[src/design/cbft_pkg.sv]
// ----------------------------------------------------------------------------
// Frame transmitter package
// Shared types, constants and helper functions of the CRC-32C / base64 serial
// frame transmitter.
// ----------------------------------------------------------------------------
package cbft_pkg;

  localparam int MAX_FRAME_BYTES = 4096;
  localparam int FRAME_LEN_LIMIT = MAX_FRAME_BYTES - 12;
  localparam int LEN_W           = 12;

  localparam logic [7:0] PREAMBLE_BYTE = 8'hFF;
  localparam logic [7:0] STX_BYTE      = 8'h02;
  localparam logic [7:0] ETX_BYTE      = 8'h03;
  localparam logic [7:0] PAD_BYTE      = 8'h3D;

  localparam logic [31:0] CRC_POLY = 32'h82F63B78;
  localparam logic [31:0] CRC_INIT = 32'hFFFFFFFF;

  localparam logic OP_START = 1'b0;
  localparam logic OP_DATA  = 1'b1;

  localparam int CMD_DEPTH = 4;
  localparam int CMD_PTR_W = $clog2(CMD_DEPTH);
  localparam int CMD_CNT_W = $clog2(CMD_DEPTH + 1);

  typedef enum logic {
    CMD_START = 1'b0,
    CMD_DATA  = 1'b1
  } cmd_kind_e;

  typedef struct packed {
    logic              op;
    logic [31:0]       message_number;
    logic [LEN_W-1:0]  payload_length;
    logic [7:0]        data_byte;
  } in_item_t;

  typedef struct packed {
    logic [7:0] out_byte;
    logic       run_last;
    logic       frame_end;
  } out_item_t;

  typedef struct packed {
    cmd_kind_e         kind;
    logic              fin;
    logic [31:0]       msg;
    logic [LEN_W-1:0]  len;
    logic [7:0]        data;
  } cmd_t;

  function automatic logic [7:0] b64_char(input logic [5:0] v);
    logic [7:0] c;
    if (v inside {[6'd0:6'd25]}) begin
      c = 8'h41 + {2'b00, v};
    end else if (v inside {[6'd26:6'd51]}) begin
      c = 8'h61 + {2'b00, v} - 8'd26;
    end else if (v inside {[6'd52:6'd61]}) begin
      c = 8'h30 + {2'b00, v} - 8'd52;
    end else if (v == 6'd62) begin
      c = 8'h2B;
    end else begin
      c = 8'h2F;
    end
    return c;
  endfunction

  function automatic logic [31:0] crc32c_byte(input logic [31:0] crc, input logic [7:0] b);
    logic [31:0] c;
    c = crc ^ {24'h000000, b};
    for (int k = 0; k < 8; k++) begin
      c = c[0] ? ((c >> 1) ^ CRC_POLY) : (c >> 1);
    end
    return c;
  endfunction

endpackage

[src/design/cbft_front.sv]
// ----------------------------------------------------------------------------
// Frame transmitter front end
// Accepts input transactions, tracks the open frame and the payload bytes
// still expected; starts and in-frame data become commands for the encoder.
// ----------------------------------------------------------------------------
module cbft_front (
  input  logic              clk_i,
  input  logic              rst_ni,
  input  logic              in_valid_i,
  input  cbft_pkg::in_item_t in_item_i,
  output logic              cmd_push_o,
  output cbft_pkg::cmd_t    cmd_o
);

  logic                        in_frame_q, in_frame_d;
  logic [cbft_pkg::LEN_W-1:0]  remain_q, remain_d;
  logic [cbft_pkg::LEN_W-1:0]  len_sat;

  always_comb begin
    if (32'(in_item_i.payload_length) > 32'(cbft_pkg::FRAME_LEN_LIMIT)) begin
      len_sat = cbft_pkg::LEN_W'(cbft_pkg::FRAME_LEN_LIMIT);
    end else begin
      len_sat = in_item_i.payload_length;
    end
  end

  always_comb begin
    in_frame_d = in_frame_q;
    remain_d   = remain_q;
    cmd_push_o = 1'b0;
    cmd_o.kind = cbft_pkg::CMD_START;
    cmd_o.fin  = 1'b0;
    cmd_o.msg  = in_item_i.message_number;
    cmd_o.len  = len_sat;
    cmd_o.data = in_item_i.data_byte;
    if (in_valid_i) begin
      if (in_item_i.op == cbft_pkg::OP_START) begin
        cmd_push_o = 1'b1;
        cmd_o.fin  = (len_sat == '0);
        in_frame_d = (len_sat != '0);
        remain_d   = len_sat;
      end else if (in_frame_q) begin
        cmd_push_o = 1'b1;
        cmd_o.kind = cbft_pkg::CMD_DATA;
        cmd_o.fin  = (remain_q == cbft_pkg::LEN_W'(1));
        in_frame_d = (remain_q != cbft_pkg::LEN_W'(1));
        remain_d   = remain_q - cbft_pkg::LEN_W'(1);
      end
    end
  end

  always_ff @(posedge clk_i or negedge rst_ni) begin
    if (!rst_ni) begin
      in_frame_q <= 1'b0;
      remain_q   <= '0;
    end else begin
      in_frame_q <= in_frame_d;
      remain_q   <= remain_d;
    end
  end

endmodule

[src/design/cbft_cmd_queue.sv]
// ----------------------------------------------------------------------------
// Frame transmitter command queue
// Short first-in first-out buffer that decouples the front end from the
// encoder.
// ----------------------------------------------------------------------------
module cbft_cmd_queue (
  input  logic           clk_i,
  input  logic           rst_ni,
  input  logic           push_i,
  input  cbft_pkg::cmd_t cmd_i,
  output logic           full_o,
  input  logic           pop_i,
  output logic           empty_o,
  output cbft_pkg::cmd_t cmd_o
);

  cbft_pkg::cmd_t                   mem_q [cbft_pkg::CMD_DEPTH];
  logic [cbft_pkg::CMD_PTR_W-1:0]   wr_q, rd_q;
  logic [cbft_pkg::CMD_CNT_W-1:0]   cnt_q;
  logic                             do_push, do_pop;

  assign full_o  = (cnt_q == cbft_pkg::CMD_CNT_W'(cbft_pkg::CMD_DEPTH));
  assign empty_o = (cnt_q == '0);
  assign do_push = push_i && !full_o;
  assign do_pop  = pop_i && !empty_o;
  assign cmd_o   = mem_q[rd_q];

  always_ff @(posedge clk_i or negedge rst_ni) begin
    if (!rst_ni) begin
      wr_q  <= '0;
      rd_q  <= '0;
      cnt_q <= '0;
    end else begin
      if (do_push) begin
        wr_q <= (wr_q == cbft_pkg::CMD_PTR_W'(cbft_pkg::CMD_DEPTH - 1)) ? '0 : wr_q + 1'b1;
      end
      if (do_pop) begin
        rd_q <= (rd_q == cbft_pkg::CMD_PTR_W'(cbft_pkg::CMD_DEPTH - 1)) ? '0 : rd_q + 1'b1;
      end
      if (do_push && !do_pop) begin
        cnt_q <= cnt_q + 1'b1;
      end else if (do_pop && !do_push) begin
        cnt_q <= cnt_q - 1'b1;
      end
    end
  end

  always_ff @(posedge clk_i) begin
    if (do_push) begin
      mem_q[wr_q] <= cmd_i;
    end
  end

endmodule

[src/design/cbft_back.sv]
// ----------------------------------------------------------------------------
// Frame transmitter encoder
// Carries out commands: emits preamble and STX, runs the CRC-32C one byte per
// cycle while the output buffer has room, base64-encodes header, payload and CRC,
// and closes the frame with ETX. Results leave through a two-entry output buffer.
// ----------------------------------------------------------------------------
module cbft_back (
  input  logic                clk_i,
  input  logic                rst_ni,
  input  logic                cmd_valid_i,
  input  cbft_pkg::cmd_t      cmd_i,
  output logic                cmd_pop_o,
  input  logic                pop_i,
  output logic                empty_o,
  output cbft_pkg::out_item_t res_o
);

  localparam logic [2:0] S_IDLE  = 3'd0;
  localparam logic [2:0] S_PRE   = 3'd1;
  localparam logic [2:0] S_HDR   = 3'd2;
  localparam logic [2:0] S_CHR   = 3'd3;
  localparam logic [2:0] S_ZERO  = 3'd4;
  localparam logic [2:0] S_CRC   = 3'd5;
  localparam logic [2:0] S_FLUSH = 3'd6;
  localparam logic [2:0] S_ETX   = 3'd7;

  logic [2:0]          state_q, state_d, ret_q, ret_d, nxt;
  logic [2:0]          idx_q, idx_d;
  logic [1:0]          chr_q, chr_d;
  logic [2:0]          nval_q, nval_d;
  logic [23:0]         grp_q, grp_d;
  logic [15:0]         pend_q, pend_d;
  logic [1:0]          pcnt_q, pcnt_d;
  logic [31:0]         crc_q, crc_d, crc_nxt, crc_inv;
  cbft_pkg::cmd_t      cmd_q, cmd_d;
  logic [7:0]          cb, fb;
  logic                do_push;
  logic [63:0]         hdr_word;
  logic [5:0]          six;
  logic                emit;
  cbft_pkg::out_item_t res;

  cbft_pkg::out_item_t ob_q [2];
  logic                ob_wr_q, ob_rd_q;
  logic [1:0]          ob_cnt_q;
  logic                out_ok, ob_pop;

  assign out_ok   = (ob_cnt_q != 2'd2);
  assign ob_pop   = pop_i && (ob_cnt_q != 2'd0);
  assign empty_o  = (ob_cnt_q == 2'd0);
  assign res_o    = ob_q[ob_rd_q];
  assign crc_nxt  = cbft_pkg::crc32c_byte(crc_q, cb);
  assign crc_inv  = ~crc_q;
  assign hdr_word = {20'h00000, cmd_q.len, cmd_q.msg};

  always_comb begin
    case (chr_q)
      2'd0:    six = grp_q[23:18];
      2'd1:    six = grp_q[17:12];
      2'd2:    six = grp_q[11:6];
      default: six = grp_q[5:0];
    endcase
  end

  always_comb begin
    state_d   = state_q;
    ret_d     = ret_q;
    idx_d     = idx_q;
    chr_d     = chr_q;
    nval_d    = nval_q;
    grp_d     = grp_q;
    pend_d    = pend_q;
    pcnt_d    = pcnt_q;
    crc_d     = crc_q;
    cmd_d     = cmd_q;
    cb        = 8'h00;
    fb        = 8'h00;
    do_push   = 1'b0;
    nxt       = state_q;
    emit      = 1'b0;
    res       = '0;
    cmd_pop_o = 1'b0;

    if (out_ok) begin
      case (state_q)
        S_IDLE: begin
          if (cmd_valid_i) begin
            cmd_pop_o = 1'b1;
            cmd_d     = cmd_i;
            if (cmd_i.kind == cbft_pkg::CMD_START) begin
              crc_d        = cbft_pkg::CRC_INIT;
              pend_d       = 16'h0000;
              pcnt_d       = 2'd0;
              emit         = 1'b1;
              res.out_byte = cbft_pkg::PREAMBLE_BYTE;
              idx_d        = 3'd1;
              state_d      = S_PRE;
            end else begin
              cb      = cmd_i.data;
              crc_d   = crc_nxt;
              fb      = cmd_i.data;
              do_push = 1'b1;
              nxt     = cmd_i.fin ? S_ZERO : S_IDLE;
              idx_d   = 3'd0;
            end
          end
        end
        S_PRE: begin
          emit = 1'b1;
          if (idx_q == 3'd2) begin
            res.out_byte = cbft_pkg::STX_BYTE;
            idx_d        = 3'd0;
            state_d      = S_HDR;
          end else begin
            res.out_byte = cbft_pkg::PREAMBLE_BYTE;
            idx_d        = idx_q + 3'd1;
          end
        end
        S_HDR: begin
          cb      = hdr_word[{idx_q, 3'b000} +: 8];
          crc_d   = crc_nxt;
          fb      = cb;
          do_push = 1'b1;
          if (idx_q == 3'd7) begin
            nxt   = cmd_q.fin ? S_ZERO : S_IDLE;
            idx_d = 3'd0;
          end else begin
            nxt   = S_HDR;
            idx_d = idx_q + 3'd1;
          end
        end
        S_CHR: begin
          emit         = 1'b1;
          res.out_byte = ({1'b0, chr_q} < nval_q) ? cbft_pkg::b64_char(six)
                                                  : cbft_pkg::PAD_BYTE;
          chr_d        = chr_q + 2'd1;
          if (chr_q == 2'd3) begin
            state_d      = ret_q;
            res.run_last = (ret_q == S_IDLE) ||
                           ((ret_q == S_HDR) && (idx_q == 3'd6) && !cmd_q.fin);
          end
        end
        S_ZERO: begin
          cb    = 8'h00;
          crc_d = crc_nxt;
          if (idx_q == 3'd3) begin
            idx_d   = 3'd0;
            state_d = S_CRC;
          end else begin
            idx_d = idx_q + 3'd1;
          end
        end
        S_CRC: begin
          fb      = crc_inv[{idx_q[1:0], 3'b000} +: 8];
          do_push = 1'b1;
          if (idx_q == 3'd3) begin
            nxt   = S_FLUSH;
            idx_d = 3'd0;
          end else begin
            nxt   = S_CRC;
            idx_d = idx_q + 3'd1;
          end
        end
        S_FLUSH: begin
          if (pcnt_q == 2'd0) begin
            state_d = S_ETX;
          end else begin
            emit         = 1'b1;
            res.out_byte = cbft_pkg::b64_char(pend_q[15:10]);
            grp_d        = {pend_q, 8'h00};
            nval_d       = {1'b0, pcnt_q} + 3'd1;
            chr_d        = 2'd1;
            ret_d        = S_ETX;
            state_d      = S_CHR;
            pend_d       = 16'h0000;
            pcnt_d       = 2'd0;
          end
        end
        S_ETX: begin
          emit          = 1'b1;
          res.out_byte  = cbft_pkg::ETX_BYTE;
          res.run_last  = 1'b1;
          res.frame_end = 1'b1;
          crc_d         = cbft_pkg::CRC_INIT;
          state_d       = S_IDLE;
        end
        default: begin
          state_d = S_IDLE;
        end
      endcase

      if (do_push) begin
        case (pcnt_q)
          2'd0: begin
            pend_d  = {fb, 8'h00};
            pcnt_d  = 2'd1;
            state_d = nxt;
          end
          2'd1: begin
            pend_d  = {pend_q[15:8], fb};
            pcnt_d  = 2'd2;
            state_d = nxt;
          end
          default: begin
            emit         = 1'b1;
            res.out_byte = cbft_pkg::b64_char(pend_q[15:10]);
            grp_d        = {pend_q, fb};
            nval_d       = 3'd4;
            chr_d        = 2'd1;
            ret_d        = nxt;
            state_d      = S_CHR;
            pend_d       = 16'h0000;
            pcnt_d       = 2'd0;
          end
        endcase
      end
    end
  end

  always_ff @(posedge clk_i or negedge rst_ni) begin
    if (!rst_ni) begin
      state_q  <= S_IDLE;
      ret_q    <= S_IDLE;
      idx_q    <= 3'd0;
      chr_q    <= 2'd0;
      nval_q   <= 3'd4;
      pend_q   <= 16'h0000;
      pcnt_q   <= 2'd0;
      crc_q    <= cbft_pkg::CRC_INIT;
      ob_wr_q  <= 1'b0;
      ob_rd_q  <= 1'b0;
      ob_cnt_q <= 2'd0;
    end else begin
      state_q <= state_d;
      ret_q   <= ret_d;
      idx_q   <= idx_d;
      chr_q   <= chr_d;
      nval_q  <= nval_d;
      pend_q  <= pend_d;
      pcnt_q  <= pcnt_d;
      crc_q   <= crc_d;
      if (emit) begin
        ob_wr_q <= ~ob_wr_q;
      end
      if (ob_pop) begin
        ob_rd_q <= ~ob_rd_q;
      end
      if (emit && !ob_pop) begin
        ob_cnt_q <= ob_cnt_q + 2'd1;
      end else if (ob_pop && !emit) begin
        ob_cnt_q <= ob_cnt_q - 2'd1;
      end
    end
  end

  always_ff @(posedge clk_i) begin
    grp_q <= grp_d;
    cmd_q <= cmd_d;
    if (emit) begin
      ob_q[ob_wr_q] <= res;
    end
  end

endmodule

[src/design/crc_base64_frame_transmitter.sv]
// ----------------------------------------------------------------------------
// CRC-32C protected base64 serial frame transmitter
// A data transaction occupies the encoder longer when it completes a base64 group,
// as the four characters of that group are then emitted.
// The first result passes through the command queue and the output buffer.
// Reset clears the queues, the frame tracking and the encoder, which then idles.
// ----------------------------------------------------------------------------
module crc_base64_frame_transmitter (
  input  logic                clk_i,
  input  logic                rst_ni,
  input  logic                push,
  output logic                full,
  input  cbft_pkg::in_item_t  in_item_i,
  output logic                empty,
  input  logic                pop,
  output cbft_pkg::out_item_t out_item_o
);

  logic           in_valid;
  logic           cmd_push, cmd_pop, cmd_empty;
  cbft_pkg::cmd_t cmd_in, cmd_out;

  assign in_valid = push && !full;

  cbft_front u_front (
    .clk_i      (clk_i),
    .rst_ni     (rst_ni),
    .in_valid_i (in_valid),
    .in_item_i  (in_item_i),
    .cmd_push_o (cmd_push),
    .cmd_o      (cmd_in)
  );

  cbft_cmd_queue u_cmd_queue (
    .clk_i   (clk_i),
    .rst_ni  (rst_ni),
    .push_i  (cmd_push),
    .cmd_i   (cmd_in),
    .full_o  (full),
    .pop_i   (cmd_pop),
    .empty_o (cmd_empty),
    .cmd_o   (cmd_out)
  );

  cbft_back u_back (
    .clk_i       (clk_i),
    .rst_ni      (rst_ni),
    .cmd_valid_i (!cmd_empty),
    .cmd_i       (cmd_out),
    .cmd_pop_o   (cmd_pop),
    .pop_i       (pop),
    .empty_o     (empty),
    .res_o       (out_item_o)
  );

endmodule

[config.mk]
export PLATFORM = sky130hd
export DESIGN_NAME = crc_base64_frame_transmitter
export DESIGN_NICKNAME = d
export VERILOG_FILES = /design/src/design/cbft_pkg.sv /design/src/design/cbft_front.sv /design/src/design/cbft_cmd_queue.sv /design/src/design/cbft_back.sv /design/src/design/crc_base64_frame_transmitter.sv
export SDC_FILE = /design/constraint.sdc
export NUM_CORES = 1
export LEC_CHECK = 0
export BUFFER_PORTS_ARGS = -buffer_cell sky130_fd_sc_hd__buf_4
export CORE_MARGIN = 4
export CORE_UTILIZATION = 55
export DETAILED_ROUTE_END_ITERATION = 8
export GPL_ROUTABILITY_DRIVEN = 1
export PLACE_DENSITY_LB_ADDON = 0.25
export SYNTH_ARGS = -nofsm -noshare
export SYNTH_HDL_FRONTEND = slang
export SYNTH_SLANG_ARGS = --single-unit
[constraint.sdc]
create_clock -name clk_i -period 7 [get_ports clk_i]
set_clock_uncertainty 0.05 [all_clocks]
set_input_delay 1.4 -clock clk_i [delete_from_list [all_inputs] [get_ports clk_i]]
set_output_delay 1.4 -clock clk_i [all_outputs]
set_load 0.005 [all_outputs]
==> results.toml, run 1 <==
[critical_path]
start_kind = "flip-flop"
crit_path_max_fanout = 19
timing.rr.start = "u_cmd_queue.rd_q[0]"
arrival_ns = 4.67
path_class = "reg -> reg"
rr_worst_depth = 9
r2r_slack_ns = 2.75
required_ns = 7.42
rr_endpoint = "u_back.crc_q[3]"
end_kind = "flip-flop"

[global_routing]
grt_pass1_vias = 11600
grt_max_degree = 71
grt.total_usage = 0.226
antenna_found_initial = 0
grt_pass1_wl_mm = 64.8
grt-ovfl-total = 0

[clock_network]
numCtsBuffers = 41
post-cts-setup-buffer-count = 0
cts_hold_buf = 0
cts_sinks = 393
clk_pin_slew_ns = 0.06
cts_tree = "built"
root_buffer = "clkbuf_16"
clock_latency_ns = 0.54
cts_buffer_depth = 3
htreeDepth = 2
postCtsResizedCells = 0

[timing]
max_slew.worst_pin.slew_ns = 1.08
setup_violations = 0
final_hold_viol_count = 0
finalCriticalPeriod_ns = 4.25
min_period_over_period = 0.608
max_freq_mhz = 235
setup_tns_ns = 0
drv_slew = 0
rsz0062_at_grt = "no"
relSlewSlack = 0.270

[yosys]
synthArstFlopShare = 0.224
synth-main-ff-cell = "edfxtp_1"
yosys_register_bits = 393
netlist_instances = 1310
yosysTopAreaCellShare = 0.494
yosysWarningCount = 0
synth_top_area_cell = "edfxtp_1"
synth_area_mm2 = 0.0185
synth-edff-count = 305
ys_types = 81
synth_nets = 1414
synth.area.top_cells = "edfxtp_1 (49%), mux4_2 (7.8%), dfrtp_1 (7.4%), dfstp_2 (4.7%), ha_1 (3.1%)"
yosysSeqAreaShare = 0.616
avgSynthCellArea_um2 = 14.1

[die]
die_area_mm2 = 0.0367
std_cell_rows = 66
io_pins = 69
die_x_um = 192
initial_core_util = 0.564
coreArea_mm2 = 0.0329
fp.dieH_um = 192

[placed_design]
placed_cell_area_mm2 = 0.0194
port_buffers = 68
dpl.hpwl_mm = 26.3
finalWeightedCongestion = 0.938

[detailed_routing]
drc = 0
wl_per_cell_um = 22.0
via_per_inst = 6.08
vias = 11200
dr.pass1.iters = 5
drtAntennaViolNets = 0
drt_wl_total_mm = 40.6
drt_iter0_drc = 986

[final_layout]
fin_nets = 1474
layout-drive-gt1-share = 0.212
seqCellArea_mm2 = 0.0114
fin_area_mm2 = 0.0208
n_fill_cell = 2439
diodes = 0
synthToLayoutAreaGrowth_pct = 12.1
multiInputGateArea_mm2 = 0.00673

[min_path]
holdPathStages = 1
hold_path_class = "reg -> reg"
hp-start = "u_back.ob_wr_q"
min_to = "u_back.ob_wr_q"

[power_and_ir_drop]
p_leak_nw = 7.43
power_density_mw_per_mm2 = 564
ir_drop_mv = 0.315
total_power_mw = 11.7

[run]
maxCapViolCount = 0

[status]
status = "complete, no violations"
## logic make-up after synthesis
group / Yosys count / share of synthesized area
AO/OA/AOI/OAI: 275 / 0.100
XOR/XNOR: 88 / 0.0555
adder cells (fa/ha/maj): 47 / 0.0322
buffers and inverters: 103 / 0.0220
flip-flops: 393 / 0.616
multiplexers: 103 / 0.101
AND/OR/NAND/NOR: 301 / 0.0740
## per-stage QoR
step / worst slack [ns] / instances / util / hold slack, ns
global route: 2.50 / 1845 / 0.632 / 0.467
floorplan: 2.67 / 1310 / - / 0.397
global placement: 2.51 / 1769 / 0.592 / 0.423
finish: 2.75 / 1845 / 0.632 / 0.440
CTS: 2.73 / 1845 / 0.632 / 0.440
detailed placement: 2.45 / 1769 / 0.592 / 0.428
## routing by layer
layer  track usage  vias up  wire length [µm]
li1              -     5118                 -
met1         0.306     5582             16700
met2         0.377      425             20100
met4        0.0762        0              1330
met3        0.0356       91              2530
met5             0        -                 0
## cell usage after synthesis, types with 33 or more instances
cell type and n:
xnor2_1 45, a21oi_1 79, o21ai_0 60, mux4_2 64, dfstp_2 33, edfxtp_1 305
ha_1 46, nand2_1 96, nor2_1 96, dfrtp_1 55, inv_1 36, clkbuf_1 49
## worst max path at each step
stage	cells after the start	slack, ns	endpoint	start
6_report	9	2.75	u_back.crc_q[3]	u_cmd_queue.rd_q[0]
5_1_grt	9	2.50	u_back.crc_q[3]	u_cmd_queue.rd_q[0]
4_1_cts	9	2.73	u_back.crc_q[3]	u_cmd_queue.rd_q[0]
3_5_place_dp	8	2.45	u_cmd_queue.cnt_q[1]	in_item_i[52]
3_3_place_gp	8	2.51	u_cmd_queue.cnt_q[1]	in_item_i[52]
2_1_floorplan	9	2.67	u_cmd_queue.cnt_q[1]	u_back.state_q[1]
## flip-flops by register name, indices dropped and copies added, names as in the netlist, 3 cells and up
register	cells
u_cmd_queue.mem_q	216
u_back.cmd_q	45
u_back.crc_q	32
u_back.grp_q	24
u_back.ob_q	20
u_back.pend_q	16
u_front.remain_q	12
u_back.idx_q	3
u_back.nval_q	3
u_back.ret_q	3
u_back.state_q	3
u_cmd_queue.cnt_q	3
## cell usage in the layout (no fill, tap or decap), drive strengths merged, types with 10 or more instances in the layout
master  netlist  layout
a21oi        79      79
a22o         16      16
buf          16      82
clkbuf       49      50
clkinv        1      21
dfrtp        55      55
dfstp        33      33
edfxtp      305     305
ha           46      46
inv          37      38
mux2         27      27
mux2i        12      12
mux4         64      64
nand2        96      96
nand3        18      18
nor2         96      96
nor2b        13      13
nor3         26      26
o21ai        62      62
o22ai        14      14
xnor2        50      50
xnor3        10      10
xor2         27      27
## layout make-up
class	instances	share of cell area
Sequential cell	393	0.549
Multi-Input combinational cell	814	0.324
Clock buffer	50	0.0525
Timing Repair Buffer	82	0.0296
Tap cell	442	0.0266
Clock inverter	26	0.0110
Inverter	38	0.00687
## critical path, cell delays in order, from the launching register on
cell	delay (ns)
dfrtp_4	0.64
mux4_2	0.50
and3_1	0.43
and3_1	0.47
a2bb2oi_4	0.13
xnor2_4	0.35
xnor3_2	0.60
xnor3_2	0.46
xnor3_1	0.39
a21oi_1	0.16
## report_power, final
part / internal [mW] / switching [mW]
clock: 1.23 / 0.894
sequential: 3.46 / 0.470
combinational: 2.58 / 3.08
total: 7.26 / 4.45
No activity file was read; power rests on OpenSTA's default activity.
==> inputs of run 2 (changes only) <==
==> constraint.sdc (replaced) <==
create_clock -name clk_i -period 4.4 [get_ports clk_i]
set_clock_uncertainty 0.05 [all_clocks]
set_input_delay 0.88 -clock clk_i [delete_from_list [all_inputs] [get_ports clk_i]]
set_output_delay 0.88 -clock clk_i [all_outputs]
set_load 0.005 [all_outputs]
==> run 2 against run 1 <==
Effect of this change:
- first-iteration DRC count rose by 13%
- utilization increased by 0.56 points
- via count increased by 0.86%
- sequential power rose by 57%
- setup slack lost 2.4 ns
- global-route usage rose by 0.18 points
==> results.toml, run 2 (synthesis results as in run 1) <==
[clock_network]
cts_hold_buf = 0
clock_latency_ns = 0.56
cts_sinks = 393
post-cts-setup-buffer-count = 0
postCtsResizedCells = 0
cts_buffer_depth = 3
clk_pin_slew_ns = 0.06
cts_tree = "built"
root_buffer = "clkbuf_16"
htreeDepth = 2
numCtsBuffers = 40

[timing]
setup_violations = 0
setup_tns_ns = 0
final_hold_viol_count = 0
relSlewSlack = 0.260
max_slew.worst_pin.slew_ns = 1.11
min_period_over_period = 0.915
drv_slew = 0
rsz0062_at_grt = "no"
max_freq_mhz = 248
finalCriticalPeriod_ns = 4.03

[power_and_ir_drop]
power.internal_mw = 11.6
swShare = 0.378
power_frac_comb = 0.492
p_leak_nw = 7.54
p_sw_mw = 7.06
ir_drop_mv = 0.608
seq_power_share = 0.330
power_density_mw_per_mm2 = 893
clockPowerShare = 0.177

[final_layout]
final_cell_mix = "edfxtp_1 (305), buf_4 (98), nand2_1 (96)"
layout-drive-gt1-share = 0.222
n_fill_cell = 2478
final_common_cell = "edfxtp_1"
reg_top3 = "u_cmd_queue.mem_q: 216 flops, u_back.cmd_q: 45 flops, u_back.crc_q: 32 flops"
utilization = 0.637
synthToLayoutAreaGrowth_pct = 13.1
largest_reg_flops = 216
fin_nets = 1493
largest-register = "u_cmd_queue.mem_q"
diodes = 0

[global_routing]
grt_max_degree = 68
grt-ovfl-total = 0
grt.total_usage = 0.228
grt_pass1_wl_mm = 65.0
grt_pass1_vias = 11300
antenna_found_initial = 0

[detailed_routing]
drt_iter0_drc = 1110
drc = 0
drt_wl_total_mm = 40.7
wl_per_cell_um = 21.8
via_per_inst = 6.07
drtAntennaViolNets = 0
vias = 11300
dr.pass1.iters = 6

[die]
io_pins = 69
std_cell_rows = 66
die_x_um = 192
coreArea_mm2 = 0.0329
initial_core_util = 0.564
fp.dieH_um = 192
die_area_mm2 = 0.0367

[critical_path]
crit_chain = "inv_1 -> ha_1 -> a222oi_1 -> nand2_1 -> a21boi_0 -> ha_1 -> o311ai_1 -> a21oi_1 -> o311ai_0 -> o2111a_1 -> o22ai_1"
slowest_delay_ns = 0.85
cpMaxStageDelayCell = "o311ai_1"
required_ns = 4.62
start_kind = "flip-flop"
end_kind = "flip-flop"
path_class = "reg -> reg"
crit_path_max_fanout = 8
cp_common_cell = "ha_1"
arrival_ns = 4.24

[run]
maxCapViolCount = 0

[status]
status = "complete, no violations"

[placed_design]
dpl.hpwl_mm = 27.4
finalWeightedCongestion = 0.901
port_buffers = 68

[min_path]
hold_path_class = "in -> async"
run 2: cell types whose count changed in the layout (fill, tap and decap cells not counted), sizes merged:
cell	previous run	this run
clkbuf	50	51
clkinvlp	2	0
inv	38	39
buf	82	102
clkinv	21	19
run 2: through the flow:
| stage | instances | area, µm² | worst slack [ns] | power (mW) | hold WS (ns) |
|---|---|---|---|---|---|
| 2_1_floorplan | 1310 | 18500 | 0.0710 | 13.0 | 0.397 |
| 6_report | 1863 | 21000 | 0.373 | 18.7 | 0.391 |
| 5_1_grt | 1863 | 21000 | 0.0390 | 20.0 | 0.452 |
| 3_5_place_dp | 1789 | 19600 | 0.519 | 15.4 | 0.426 |
| 4_1_cts | 1863 | 21000 | 0.471 | 18.8 | 0.420 |
| 3_3_place_gp | 1789 | 19600 | 0.570 | 15.3 | 0.418 |
run 2: final timing paths:
check | start | to | slack, ns | cells after the start
setup / recovery | u_back.chr_q[0] | u_back.ob_q[1][3] | 0.37 | 11
hold reg to reg | u_back.ob_wr_q | u_back.ob_wr_q | 0.43 | 1
min in group clk_i | u_back.ob_wr_q | u_back.ob_wr_q | 0.43 | 1
setup reg to reg | u_back.chr_q[0] | u_back.ob_q[1][3] | 0.37 | 11
max in group asynchronous | rst_ni | u_back.nval_q[2] | 2.96 | 2
hold / removal | rst_ni | u_front.remain_q[8] | 0.39 | 1
run 2: power groups by stage:
stage	logic (mW)	clock network, mW	registers (mW)
final	9.21	3.32	6.17
after global routing	10.1	3.57	6.28
after CTS	9.23	3.37	6.17
after detailed placement	9.16	0	6.24
after global placement	9.09	0	6.19
after floorplan	7.09	0	5.94
run 2: cell type report:
cell class	instances	area (µm²)	area share
Clock inverter	23	243	0.0116
Tap cell	442	553	0.0264
Multi-Input combinational cell	814	6730	0.321
Inverter	38	143	0.00681
Sequential cell	393	11400	0.544
Timing Repair Buffer	102	816	0.0389
Clock buffer	51	1060	0.0507
run 2: routing by layer:
metal / global-route usage / up-vias / wire length, µm
met5: 0.00137 / - / 0
met4: 0.0635 / 0 / 1060
met3: 0.0409 / 72 / 2570
met2: 0.373 / 439 / 20000
met1: 0.318 / 5634 / 17100
li1: - / 5167 / -
run 2: worst max-delay path, delay by kind of cell (launching register included):
family                   cells  cell delay, ns
AND/OR/NAND/NOR              1            0.09
flip-flops                   1            0.42
buffers and inverters        1            0.11
adder cells (fa/ha/maj)      2            0.64
AO/OA/AOI/OAI                7            2.42
